### src/design/bls_pkg.sv
`timescale 1ns / 1ps

package bls_pkg;

    localparam int COORD_WIDTH_DEF = 11;
    localparam int COLOR_WIDTH     = 24;

    typedef logic [1:0] t_region;

    localparam t_region REG_SHALLOW_UP   = 2'd0;
    localparam t_region REG_SHALLOW_DOWN = 2'd1;
    localparam t_region REG_STEEP_UP     = 2'd2;
    localparam t_region REG_STEEP_DOWN   = 2'd3;

    localparam logic REQ_START = 1'b0;
    localparam logic REQ_STEP  = 1'b1;

endpackage

### src/design/bresenham_line_stepper_top.sv
`timescale 1ns / 1ps

// Bresenham line stepper.
// The slave channel carries requests. tuser selects the kind: a start request
// loads two endpoints and produces nothing, a step request advances the line
// by one pixel and produces one pixel on the master channel while the line
// still has pixels left. A step request on an idle or finished line produces
// nothing. A start request always replaces the line in progress.
// The master channel carries the pixel column, row and the draw colour taken
// from the configuration register at the moment the step request is taken;
// tlast marks the pixel that reaches the end of the line.
// A pixel appears on the master side in the cycle after its step request is
// taken. One request is taken in every cycle, limited only by the single-entry
// output register: s_axis_tready is low only while a pixel is held there and
// the receiver keeps m_axis_tready low, so a stall on the master side holds
// the pixel and stops the slave side.
// After reset the line is idle, the output register is empty and the draw
// colour is zero. The colour register is written whenever i_cfg_wr_en is high.
module bresenham_line_stepper_top #(
    parameter int COORD_WIDTH = bls_pkg::COORD_WIDTH_DEF,
    parameter int IN_DW  = ((4 * COORD_WIDTH + 7) / 8) * 8,
    parameter int OUT_DW = ((2 * COORD_WIDTH + bls_pkg::COLOR_WIDTH + 7) / 8) * 8
) (
    input  logic                           i_clk,
    input  logic                           i_rst_n,
    input  logic                           i_cfg_wr_en,
    input  logic [bls_pkg::COLOR_WIDTH-1:0] i_cfg_wr_data,
    input  logic                           s_axis_tvalid,
    output logic                           s_axis_tready,
    // start_x, start_y, end_x, end_y from the lowest bit up
    input  logic [IN_DW-1:0]               s_axis_tdata,
    // req_type
    input  logic                           s_axis_tuser,
    output logic                           m_axis_tvalid,
    input  logic                           m_axis_tready,
    // pixel_x, pixel_y, pixel_color from the lowest bit up
    output logic [OUT_DW-1:0]              m_axis_tdata,
    output logic                           m_axis_tlast
);
    import bls_pkg::*;

    localparam int W  = COORD_WIDTH;
    localparam int DW = COORD_WIDTH + 4;

    logic [COLOR_WIDTH-1:0] r_color;
    logic [W-1:0]           r_cur_x, r_cur_y, r_goal_x, r_goal_y;
    logic [W-1:0]           n_cur_x, n_cur_y, n_goal_x, n_goal_y;
    logic signed [W:0]      r_span_x, r_span_y, n_span_x, n_span_y;
    logic signed [DW-1:0]   r_decision, n_decision;
    t_region                r_region, n_region;
    logic                   r_busy, n_busy;

    logic                   r_out_valid;
    logic [W-1:0]           r_out_x, r_out_y;
    logic [COLOR_WIDTH-1:0] r_out_color;
    logic                   r_out_last;

    logic                   s_accept;
    logic                   emit;
    logic                   step_last;

    logic [W-1:0]           in_ax, in_ay, in_bx, in_by;
    logic [W-1:0]           ax, ay, bx, by;
    logic signed [W:0]      dx, dy, mag_y;
    logic signed [DW-1:0]   dx_ext, dy_ext;
    logic signed [DW-1:0]   sx_ext, sy_ext;

    assign s_axis_tready = !r_out_valid || m_axis_tready;
    assign s_accept      = s_axis_tvalid && s_axis_tready;

    assign in_ax = s_axis_tdata[W-1:0];
    assign in_ay = s_axis_tdata[2*W-1:W];
    assign in_bx = s_axis_tdata[3*W-1:2*W];
    assign in_by = s_axis_tdata[4*W-1:3*W];

    // Endpoints are ordered so that the line always runs left to right.
    always_comb begin
        if (in_bx < in_ax) begin
            ax = in_bx;
            ay = in_by;
            bx = in_ax;
            by = in_ay;
        end else begin
            ax = in_ax;
            ay = in_ay;
            bx = in_bx;
            by = in_by;
        end
    end

    assign dx     = $signed({1'b0, bx}) - $signed({1'b0, ax});
    assign dy     = $signed({1'b0, by}) - $signed({1'b0, ay});
    assign mag_y  = dy[W] ? -dy : dy;
    assign dx_ext = {{(DW-W-1){dx[W]}}, dx};
    assign dy_ext = {{(DW-W-1){dy[W]}}, dy};
    assign sx_ext = {{(DW-W-1){r_span_x[W]}}, r_span_x};
    assign sy_ext = {{(DW-W-1){r_span_y[W]}}, r_span_y};

    always_comb begin
        n_cur_x    = r_cur_x;
        n_cur_y    = r_cur_y;
        n_goal_x   = r_goal_x;
        n_goal_y   = r_goal_y;
        n_span_x   = r_span_x;
        n_span_y   = r_span_y;
        n_decision = r_decision;
        n_region   = r_region;
        n_busy     = r_busy;
        emit       = 1'b0;
        step_last  = 1'b0;
        if (s_accept) begin
            if (s_axis_tuser == REQ_START) begin
                n_cur_x  = ax;
                n_cur_y  = ay;
                n_goal_x = bx;
                n_goal_y = by;
                n_span_x = dx;
                n_span_y = dy;
                if (dx >= mag_y) begin
                    if (dy[W]) begin
                        n_region   = REG_SHALLOW_DOWN;
                        n_decision = (dy_ext <<< 1) + dx_ext;
                    end else begin
                        n_region   = REG_SHALLOW_UP;
                        n_decision = (dy_ext <<< 1) - dx_ext;
                    end
                    n_busy = ax < bx;
                end else begin
                    if (dy[W]) begin
                        n_region   = REG_STEEP_DOWN;
                        n_decision = dy_ext + (dx_ext <<< 1);
                        n_busy     = ay > by;
                    end else begin
                        n_region   = REG_STEEP_UP;
                        n_decision = dy_ext - (dx_ext <<< 1);
                        n_busy     = ay < by;
                    end
                end
            end else if (r_busy) begin
                emit = 1'b1;
                case (r_region)
                    REG_SHALLOW_UP: begin
                        if (r_decision < 0) begin
                            n_decision = r_decision + (sy_ext <<< 1);
                        end else begin
                            n_decision = r_decision + ((sy_ext - sx_ext) <<< 1);
                            n_cur_y    = r_cur_y + 1'b1;
                        end
                        n_cur_x   = r_cur_x + 1'b1;
                        step_last = n_cur_x >= r_goal_x;
                    end
                    REG_SHALLOW_DOWN: begin
                        if (r_decision < 0) begin
                            n_decision = r_decision + ((sy_ext + sx_ext) <<< 1);
                            n_cur_y    = r_cur_y - 1'b1;
                        end else begin
                            n_decision = r_decision + (sy_ext <<< 1);
                        end
                        n_cur_x   = r_cur_x + 1'b1;
                        step_last = n_cur_x >= r_goal_x;
                    end
                    REG_STEEP_UP: begin
                        if (r_decision < 0) begin
                            n_decision = r_decision + ((sy_ext - sx_ext) <<< 1);
                            n_cur_x    = r_cur_x + 1'b1;
                        end else begin
                            n_decision = r_decision - (sx_ext <<< 1);
                        end
                        n_cur_y   = r_cur_y + 1'b1;
                        step_last = n_cur_y >= r_goal_y;
                    end
                    default: begin
                        if (r_decision < 0) begin
                            n_decision = r_decision + (sx_ext <<< 1);
                        end else begin
                            n_decision = r_decision + ((sy_ext + sx_ext) <<< 1);
                            n_cur_x    = r_cur_x + 1'b1;
                        end
                        n_cur_y   = r_cur_y - 1'b1;
                        step_last = n_cur_y <= r_goal_y;
                    end
                endcase
                if (step_last) begin
                    n_busy = 1'b0;
                end
            end
        end
    end

    always_ff @(posedge i_clk) begin
        if (!i_rst_n) begin
            r_color    <= '0;
            r_cur_x    <= '0;
            r_cur_y    <= '0;
            r_goal_x   <= '0;
            r_goal_y   <= '0;
            r_span_x   <= '0;
            r_span_y   <= '0;
            r_decision <= '0;
            r_region   <= REG_SHALLOW_UP;
            r_busy     <= 1'b0;
        end else begin
            if (i_cfg_wr_en) begin
                r_color <= i_cfg_wr_data;
            end
            r_cur_x    <= n_cur_x;
            r_cur_y    <= n_cur_y;
            r_goal_x   <= n_goal_x;
            r_goal_y   <= n_goal_y;
            r_span_x   <= n_span_x;
            r_span_y   <= n_span_y;
            r_decision <= n_decision;
            r_region   <= n_region;
            r_busy     <= n_busy;
        end
    end

    always_ff @(posedge i_clk) begin
        if (!i_rst_n) begin
            r_out_valid <= 1'b0;
        end else if (emit) begin
            r_out_valid <= 1'b1;
        end else if (m_axis_tready) begin
            r_out_valid <= 1'b0;
        end
    end

    always_ff @(posedge i_clk) begin
        if (emit) begin
            r_out_x     <= n_cur_x;
            r_out_y     <= n_cur_y;
            r_out_color <= r_color;
            r_out_last  <= step_last;
        end
    end

    assign m_axis_tvalid = r_out_valid;
    assign m_axis_tdata  = OUT_DW'({r_out_color, r_out_y, r_out_x});
    assign m_axis_tlast  = r_out_last;

    // A start request leaves the output register empty once any held pixel is taken.
    a_start_no_pixel: assert property (@(posedge i_clk) disable iff (!i_rst_n)
        s_accept && s_axis_tuser == REQ_START && m_axis_tready |=> !m_axis_tvalid)
        else $error("pixel produced by a start request");

    // A step on a line with pixels left always yields a pixel.
    a_step_yields_pixel: assert property (@(posedge i_clk) disable iff (!i_rst_n)
        s_accept && s_axis_tuser == REQ_STEP && r_busy |=> m_axis_tvalid)
        else $error("step request on a busy line lost its pixel");

    // A rising steep line never stands on or past its end row while busy.
    a_steep_up_bound: assert property (@(posedge i_clk) disable iff (!i_rst_n)
        r_busy && r_region == REG_STEEP_UP |-> r_cur_y < r_goal_y)
        else $error("steep rising line overran its end row");

endmodule
### config.mk
export PLATFORM = sky130hd
export DESIGN_NAME = bresenham_line_stepper_top
export DESIGN_NICKNAME = d
export VERILOG_FILES = /design/src/design/bls_pkg.sv /design/src/design/bresenham_line_stepper_top.sv
export SDC_FILE = /design/constraint.sdc
export NUM_CORES = 1
export LEC_CHECK = 0
export ABC_AREA = 1
export BUFFER_PORTS_ARGS = -buffer_cell sky130_fd_sc_hd__buf_2
export CAP_MARGIN = 0
export CORE_MARGIN = 2
export CORE_UTILIZATION = 55
export DETAILED_ROUTE_END_ITERATION = 16
export GPL_ROUTABILITY_DRIVEN = 0
export PLACE_DENSITY = 0.72
export SYNTH_ARGS = -nofsm -noshare
export SYNTH_HDL_FRONTEND = slang
export SYNTH_SLANG_ARGS = --single-unit
export TNS_END_PERCENT = 10
### constraint.sdc
create_clock -name i_clk -period 11.1 [get_ports i_clk]
set_input_delay 2.22 -clock i_clk [delete_from_list [all_inputs] [get_ports i_clk]]
set_output_delay 2.22 -clock i_clk [all_outputs]
set_load 0.1 [all_outputs]
==> results of run 1 <==
[power groups by stage]
stage | logic (mW) | clock network [mW] | registers, mW
finish | 1.49 | 0.594 | 0.668
global route | 1.66 | 0.623 | 0.673
CTS | 1.46 | 0.599 | 0.666
detailed placement | 1.44 | 0 | 0.679
global placement | 1.40 | 0 | 0.677
floorplan | 1.08 | 0 | 0.689
[cell usage after synthesis (4+ instances only)]
cell type / count / area [sq um]
inv_1: 360 / 1350
a21oi_2: 6 / 52.6
o22ai_1: 13 / 81.3
nor2_1: 215 / 807
buf_4: 4 / 30.0
buf_1: 5 / 18.8
xor2_2: 4 / 65.1
a31oi_1: 13 / 81.3
edfxtp_1: 47 / 1410
dfxtp_1: 109 / 2180
o211ai_1: 24 / 180
a21boi_0: 4 / 30.0
xor2_1: 80 / 701
clkinv_1: 8 / 30.0
o31ai_1: 8 / 60.1
clkbuf_1: 41 / 154
buf_6: 6 / 67.6
o21ai_1: 28 / 140
xnor2_1: 12 / 105
nand2_4: 10 / 113
nand2_1: 419 / 1570
nand3_1: 80 / 400
or2_2: 17 / 106
a21o_1: 6 / 45.0
o21ai_0: 186 / 931
o21ai_2: 8 / 70.1
a21oi_1: 207 / 1040
fa_1: 10 / 200
a221oi_1: 10 / 87.6
nand3_2: 6 / 60.1
o311ai_0: 4 / 35.0
nand4_1: 22 / 138
nand2_2: 25 / 156
inv_2: 21 / 78.8
o21bai_1: 30 / 225
o221ai_1: 8 / 70.1
nor3_1: 16 / 80.1
ha_1: 185 / 2310
[layout make-up]
type,count,area (sq um),area share (%)
diodes,1,2.50,0.0145
multi-input cells,1706,10400,60.5
inverters,389,1460,8.48
clock buffers,17,425,2.47
flip-flops and latches,156,3590,20.9
clock inverters,15,169,0.981
repair buffers,130,671,3.90
well taps,378,473,2.75
[cell families (layout without fill, tap and decap cells)]
logic type      count (synthesis)  after routing  synth area share [%]
simple gates                  827            827                  22.7
compound gates                583            583                  21.6
buf+inv                       449            551                  11.2
fa+ha+maj                     195            195                  16.0
flops                         156            156                  22.8
xor+xnor                       96             96                  5.53
mux                             3              3                 0.191
other cells                     1              3                0.0238
[critical path, cell delays in order]
cell,delay [ns]
buf_2,0.08
inv_1,0.07
ha_1,0.40
nand2_1,0.10
nand2_1,0.11
a21oi_4,0.28
nand3_4,0.69
o21ai_2,0.44
o211ai_2,0.15
ha_1,0.24
a21o_1,0.19
xor2_1,0.74
nor3_1,0.15
nand3_1,0.17
nor2_1,0.06
nand2_1,0.09
inv_1,0.07
o31ai_1,0.19
ha_1,0.28
a21oi_1,0.15
o21ai_0,0.11
o211ai_1,0.18
a21boi_0,0.10
o21a_1,0.44
o311ai_0,1.27
nand2_1,0.14
a21oi_1,0.17
[layer usage]
metal  wire length (um)  global-route usage, %
met5                  0                      0
met4               1280                   11.1
met3               3220                   3.99
met2              21400                   51.3
met1              20300                   39.6
[metrics by stage]
step	area [sq um]	power [mW]	utilization, %	std cells
final	17200	2.75	61.5	2792
after global routing	17200	2.96	61.4	2791
after CTS	17200	2.72	61.4	2791
after detailed placement	16600	2.12	59.3	2759
after global placement	16600	2.08	59.3	2759
after floorplan	15800	1.77	-	2311
[worst paths after layout]
kind | startpoint | endpoint | cells after the start
min reg2reg | r_color[10]$_SDFFE_PN0P_ | r_out_color[10]$_DFFE_PP_ | 0
max | s_axis_tdata[8] | r_decision[10]$_SDFFE_PN0P_ | 27
max reg2reg | r_span_x[1]$_SDFFE_PN0P_ | r_decision[14]$_SDFFE_PN0P_ | 29
min | r_color[10]$_SDFFE_PN0P_ | r_out_color[10]$_DFFE_PP_ | 0
[sequential cells by signal, indices dropped and copies added, names as in the netlist, 12 cells and up]
| name | cells |
|---|---|
| r_out_color | 24 |
| r_decision | 14 |
| r_span_x | 12 |
| r_color | 24 |
==> impl_metrics.yaml, run 1 <==
sta:
  setup_viol: 0
  maxSlewHeadroom_pct: 4.76
  rsz0062_at_grt: "no"
  fin_crit_ns: 8.96
  worst_pin_slew_ns: 1.41
  finalWorstSetupSlack_ns: 2.14
  hold_violations: 0
  fin_skew_ns: 0.0199
  finalCritPeriodShare_pct: 80.7
  finalSetupTns_ns: 0
  fmax_mhz: 112
  hold_ws_ns: 0.423
  drv_slew: 0
yosys:
  yosysSeqAreaShare_pct: 22.8
  yosys_most_used_dff: "dfxtp_1"
  synth_warnings: 0
  synth-edff-count: 47
  ys_ff_latch: 156
  avgSynthCellArea_sq_um: 6.82
  syn_inst: 2310
  ys_async_sr_fraction_pct: 0
  synthDistinctLibCells: 67
  synthesis.area_sq_um: 15800
global_routing:
  grt_overflow: 0
  antenna_found_initial: 1
  grt_max_degree: 83
  grt_pass1_vias: 14700
  grt_pass1_wl_mm: 73.9
  grtUsageTotal_pct: 30.3
clock_network:
  cts_tree: "yes"
  numCtsBuffers: 17
  cts_root_buffer: "clkbuf_16"
  clockBufferDepth: 2
  post_cts_buffers: 0
  ctsHtreeMaxLevel: 4
  cts_resized: 0
  clk_pin_slew_ns: 0.08
  cts_hold_buf: 0
  worst_skew_pair.late_latency_ns: 0.45
  clkSinkCount: 156
power:
  switching_share_pct: 47.8
  p_leak_nw: 8.88
  powerDensity_nw_per_um2: 160
  clockPowerShare_pct: 21.6
  power.switching_mw: 1.32
  irDropWorstVdd_v: 0.000104
  p_seq_share_pct: 24.3
  p_int_mw: 1.43
  combPwrFrac_pct: 54.1
route:
  drt_pre_antenna_iters: 8
  vias_per_cell: 5.64
  ant_nets: 0
  wl_mm: 46.2
  drcViolationCount: 0
  post_drt_wl_per_cell_um: 16.6
  drtIter0Drc: 1473
  vias: 15800
critical_path:
  critPathLaunchType: "input port"
  cp_max_fo: 82
  path_class: "input port to flop"
  r2r_slack_ns: 6.21
  required_ns: 11.48
  arrival_ns: 9.34
  cp-end-kind: "flop"
hold_path:
  hold_class: "flop to flop"
floorplan:
  rows: 61
  dieArea_sq_um: 30000
  die_h_um: 173
  die_x_um: 173
  core_region_area_sq_um: 28000
  num_io_pins: 129
  initial_utilization_pct: 56.2
finish:
  finalNetCount: 2673
  layout_commonest_cell: "nand2_1"
  n_fill_cell: 2598
  final_layout_size_suffix_gt1_share_pct: 11.4
  layout_common_cells: "nand2_1 (419), inv_1 (360), nor2_1 (213)"
  area_delta_synth_final_pct: 9.26
run:
  maxCapViolCount: 0
place:
  pre_cts_slack_ns: 1.89
  portBuffers: 122
  hpwl_mm: 35.4
status:
  status: "finished, final reports clean"
Note: power is estimated with default switching activity, not from simulation.
==> inputs of run 2 (changes only) <==
--- a/config.mk
+++ b/config.mk
@@ -5,7 +5,7 @@
 export SDC_FILE = /design/constraint.sdc
 export NUM_CORES = 1
 export LEC_CHECK = 0
-export ABC_AREA = 1
+export ABC_AREA = 0
 export BUFFER_PORTS_ARGS = -buffer_cell sky130_fd_sc_hd__buf_2
 export CAP_MARGIN = 0
 export CORE_MARGIN = 2
==> constraint.sdc (replaced) <==
create_clock -name i_clk -period 8.3 [get_ports i_clk]
set_input_delay 1.66 -clock i_clk [delete_from_list [all_inputs] [get_ports i_clk]]
set_output_delay 1.66 -clock i_clk [all_outputs]
set_load 0.1 [all_outputs]
==> run 2 against run 1 <==
Net effect:
- utilization is 0.26 points lower
- sequential power is 38% higher
- synthesized area is 1.8% higher
- critical path depth is 1 higher
- synthesized cell count is 13% lower
- sequential share of layout area is 0.42 points lower
- via count is 3.8% lower
- clock power is 38% higher
- first-iteration DRC count is 21% lower
- combinational power is 55% higher
- non-clock buffer count is 21 higher
- highest routed layer is now met5
- critical path type unchanged
- cell count is 11% lower
==> impl_metrics.yaml, run 2 <==
status:
  status: "finished, final reports clean"
finish:
  area_delta_synth_final_pct: 9.49
  multi_input_area_sq_um: 11500
  n_fill_cell: 2574
  finalNetCount: 2344
  layout_common_cells: "nand2_1 (195), ha_1 (185), inv_1 (138)"
  reg_top3: "r_color (24), r_out_color (24), r_decision (14)"
  layout_commonest_cell: "nand2_1"
  stdcell_count: 2471
  ff_latch_area_sq_um: 3590
  final_layout_size_suffix_gt1_share_pct: 11.3
floorplan:
  rows: 62
  core_region_area_sq_um: 28700
  dieArea_sq_um: 30500
  num_io_pins: 129
  die_x_um: 175
  initial_utilization_pct: 55.9
  die_h_um: 175
power:
  irDropWorstVdd_v: 0.000133
  powerDensity_nw_per_um2: 231
  p_leak_nw: 7.79
yosys:
  avgSynthCellArea_sq_um: 8.02
  synth.cells.most_frequent: "nand2_1 (196), ha_1 (185), inv_1 (138), a21oi_1 (135), nor2_1 (131)"
  yosysSeqAreaShare_pct: 22.4
  ys_ff_latch: 156
  yosys_most_used_dff: "dfxtp_1"
  ys_async_sr_fraction_pct: 0
  synth_top_cell_area_share_pct: 14.4
  yosysTopAreaCell: "ha_1"
  yosys-top-cells-area: "ha_1 (14%), dfxtp_1 (14%), edfxtp_1 (8.8%), xnor2_1 (5.5%), nand2_1 (4.6%)"
  synth.most_common_cell: "nand2_1"
  synthDistinctLibCells: 97
  synth-edff-count: 47
  synth_warnings: 0
  syn_inst: 2000
  synthesis.area_sq_um: 16000
run:
  maxCapViolCount: 0
route:
  ant_nets: 0
  vias: 15200
  wl_mm: 45.9
  vias_per_cell: 6.13
  drt_pre_antenna_iters: 6
  drcViolationCount: 0
  post_drt_wl_per_cell_um: 18.6
  drtIter0Drc: 1165
critical_path:
  required_ns: 8.66
  cp-end-kind: "flop"
  critPathLaunchType: "input port"
  cp_max_fo: 17
  arrival_ns: 7.85
  path_class: "input port to flop"
clock_network:
  clk_pin_slew_ns: 0.08
  cts_hold_buf: 0
  cts_root_buffer: "clkbuf_16"
  clockBufferDepth: 2
  post_cts_buffers: 0
  worst_skew_pair.late_latency_ns: 0.44
  numCtsBuffers: 17
  cts_resized: 0
  clkSinkCount: 156
  ctsHtreeMaxLevel: 4
  cts_tree: "yes"
sta:
  finalCritPeriodShare_pct: 90.3
  fmax_mhz: 133
  maxSlewHeadroom_pct: 23.3
  fin_crit_ns: 7.49
  fin_skew_ns: 0.0153
  rsz0062_at_grt: "no"
  finalSetupTns_ns: 0
  hold_violations: 0
  worst_pin_slew_ns: 1.14
  setup_viol: 0
  drv_slew: 0
  finalWorstSetupSlack_ns: 0.809
hold_path:
  hold_class: "flop to flop"
global_routing:
  grtUsageTotal_pct: 29.7
  grt_overflow: 0
  grt_pass1_vias: 14500
  grt_max_degree: 111
  grt_pass1_wl_mm: 74.2
  antenna_found_initial: 5
place:
  hpwl_mm: 35.1
  placed_cells: 2436
  portBuffers: 122
  pre_cts_slack_ns: 0.462
-- run 2: cell count changes after synthesis, moves of 31 or more --
cell      change
nand2_1     -223
inv_1       -222
xnor2_1      +88
nor2_1       -84
a21oi_1      -72
o21ai_0      -70
nor2b_1      +59
mux2i_1      +42
xor2_1       -40
nand3_1      -38
and2_1       +36
clkbuf_1     +31
-- run 2: worst paths after layout --
path | start | end | slack [ns] | depth (start not counted)
max reg2reg | r_span_x[1]$_SDFFE_PN0P_ | r_decision[14]$_SDFFE_PN0P_ | 3.14 | 24
min | r_color[3]$_SDFFE_PN0P_ | r_out_color[3]$_DFFE_PP_ | 0.43 | 0
min reg2reg | r_color[3]$_SDFFE_PN0P_ | r_out_color[3]$_DFFE_PP_ | 0.43 | 0
max | s_axis_tdata[3] | r_decision[4]$_SDFFE_PN0P_ | 0.81 | 28
-- run 2: metrics by stage --
step / hold slack [ns] / cell area [sq um] / power (mW) / utilization [%]
finish: 0.426 / 17600 / 4.05 / 61.2
global route: 0.438 / 17600 / 4.33 / 61.2
CTS: 0.423 / 17600 / 4.03 / 61.2
detailed placement: 0.413 / 16900 / 3.19 / 59.0
global placement: 0.409 / 16900 / 3.13 / 59.0
floorplan: 0.408 / 16000 / 2.67 / -
-- run 2: power by group --
| part | internal, mW | leakage [nW] | switching (mW) |
|---|---|---|---|
| sequential | 0.847 | 1.33 | 0.0759 |
| clock | 0.413 | 0.296 | 0.404 |
| combinational | 0.932 | 6.16 | 1.38 |
-- run 2: area by class of cell --
cell class | count | area share, %
clock inverter | 15 | 1.10
clock buffer | 17 | 2.42
inverter | 141 | 3.01
timing repair buffer | 151 | 4.72
antenna | 3 | 0.0427
tap | 384 | 2.74
multi-input combinational | 1604 | 65.5
sequential | 156 | 20.5
-- run 2: logic make-up (layout without fill, tap and decap cells) --
logic type	count (synthesis)	in the layout	synth area share, %
compound gates	602	602	25.9
simple gates	599	599	18.0
buf+inv	241	324	6.00
fa+ha+maj	207	207	16.4
flops	156	156	22.4
xor+xnor	141	141	7.75
mux	53	53	3.49
other cells	1	5	0.0234
-- run 2: worst max-delay path, stage by stage --
cell	delay [ns]
buf_2	0.09
inv_1	0.07
ha_1	0.50
nand4_2	0.25
a21oi_2	0.38
o21ai_2	0.29
and4_1	0.31
nor2_1	0.12
ha_1	0.18
nand2_1	0.05
o21ai_0	0.12
a21oi_1	0.11
a31oi_1	0.23
a31o_2	0.23
o21ai_0	0.13
xnor2_1	0.65
inv_1	0.19
xnor2_1	0.21
ha_1	0.24
o21ai_0	0.16
a21oi_1	0.06
o21a_1	0.19
o31ai_2	0.50
buf_4	0.32
nor2_1	0.07
a21oi_1	0.25
o21ai_0	0.11
a21boi_0	0.17
-- run 2: routing by layer --
layer  vias to the layer above  track usage, %  wire [um]
met5                         -               0         24
met4                         4            11.8       1560
met3                       108            4.33       3590
met2                       647            48.7      20600
met1                      7054            39.5      20100
li1                       7337               -          -
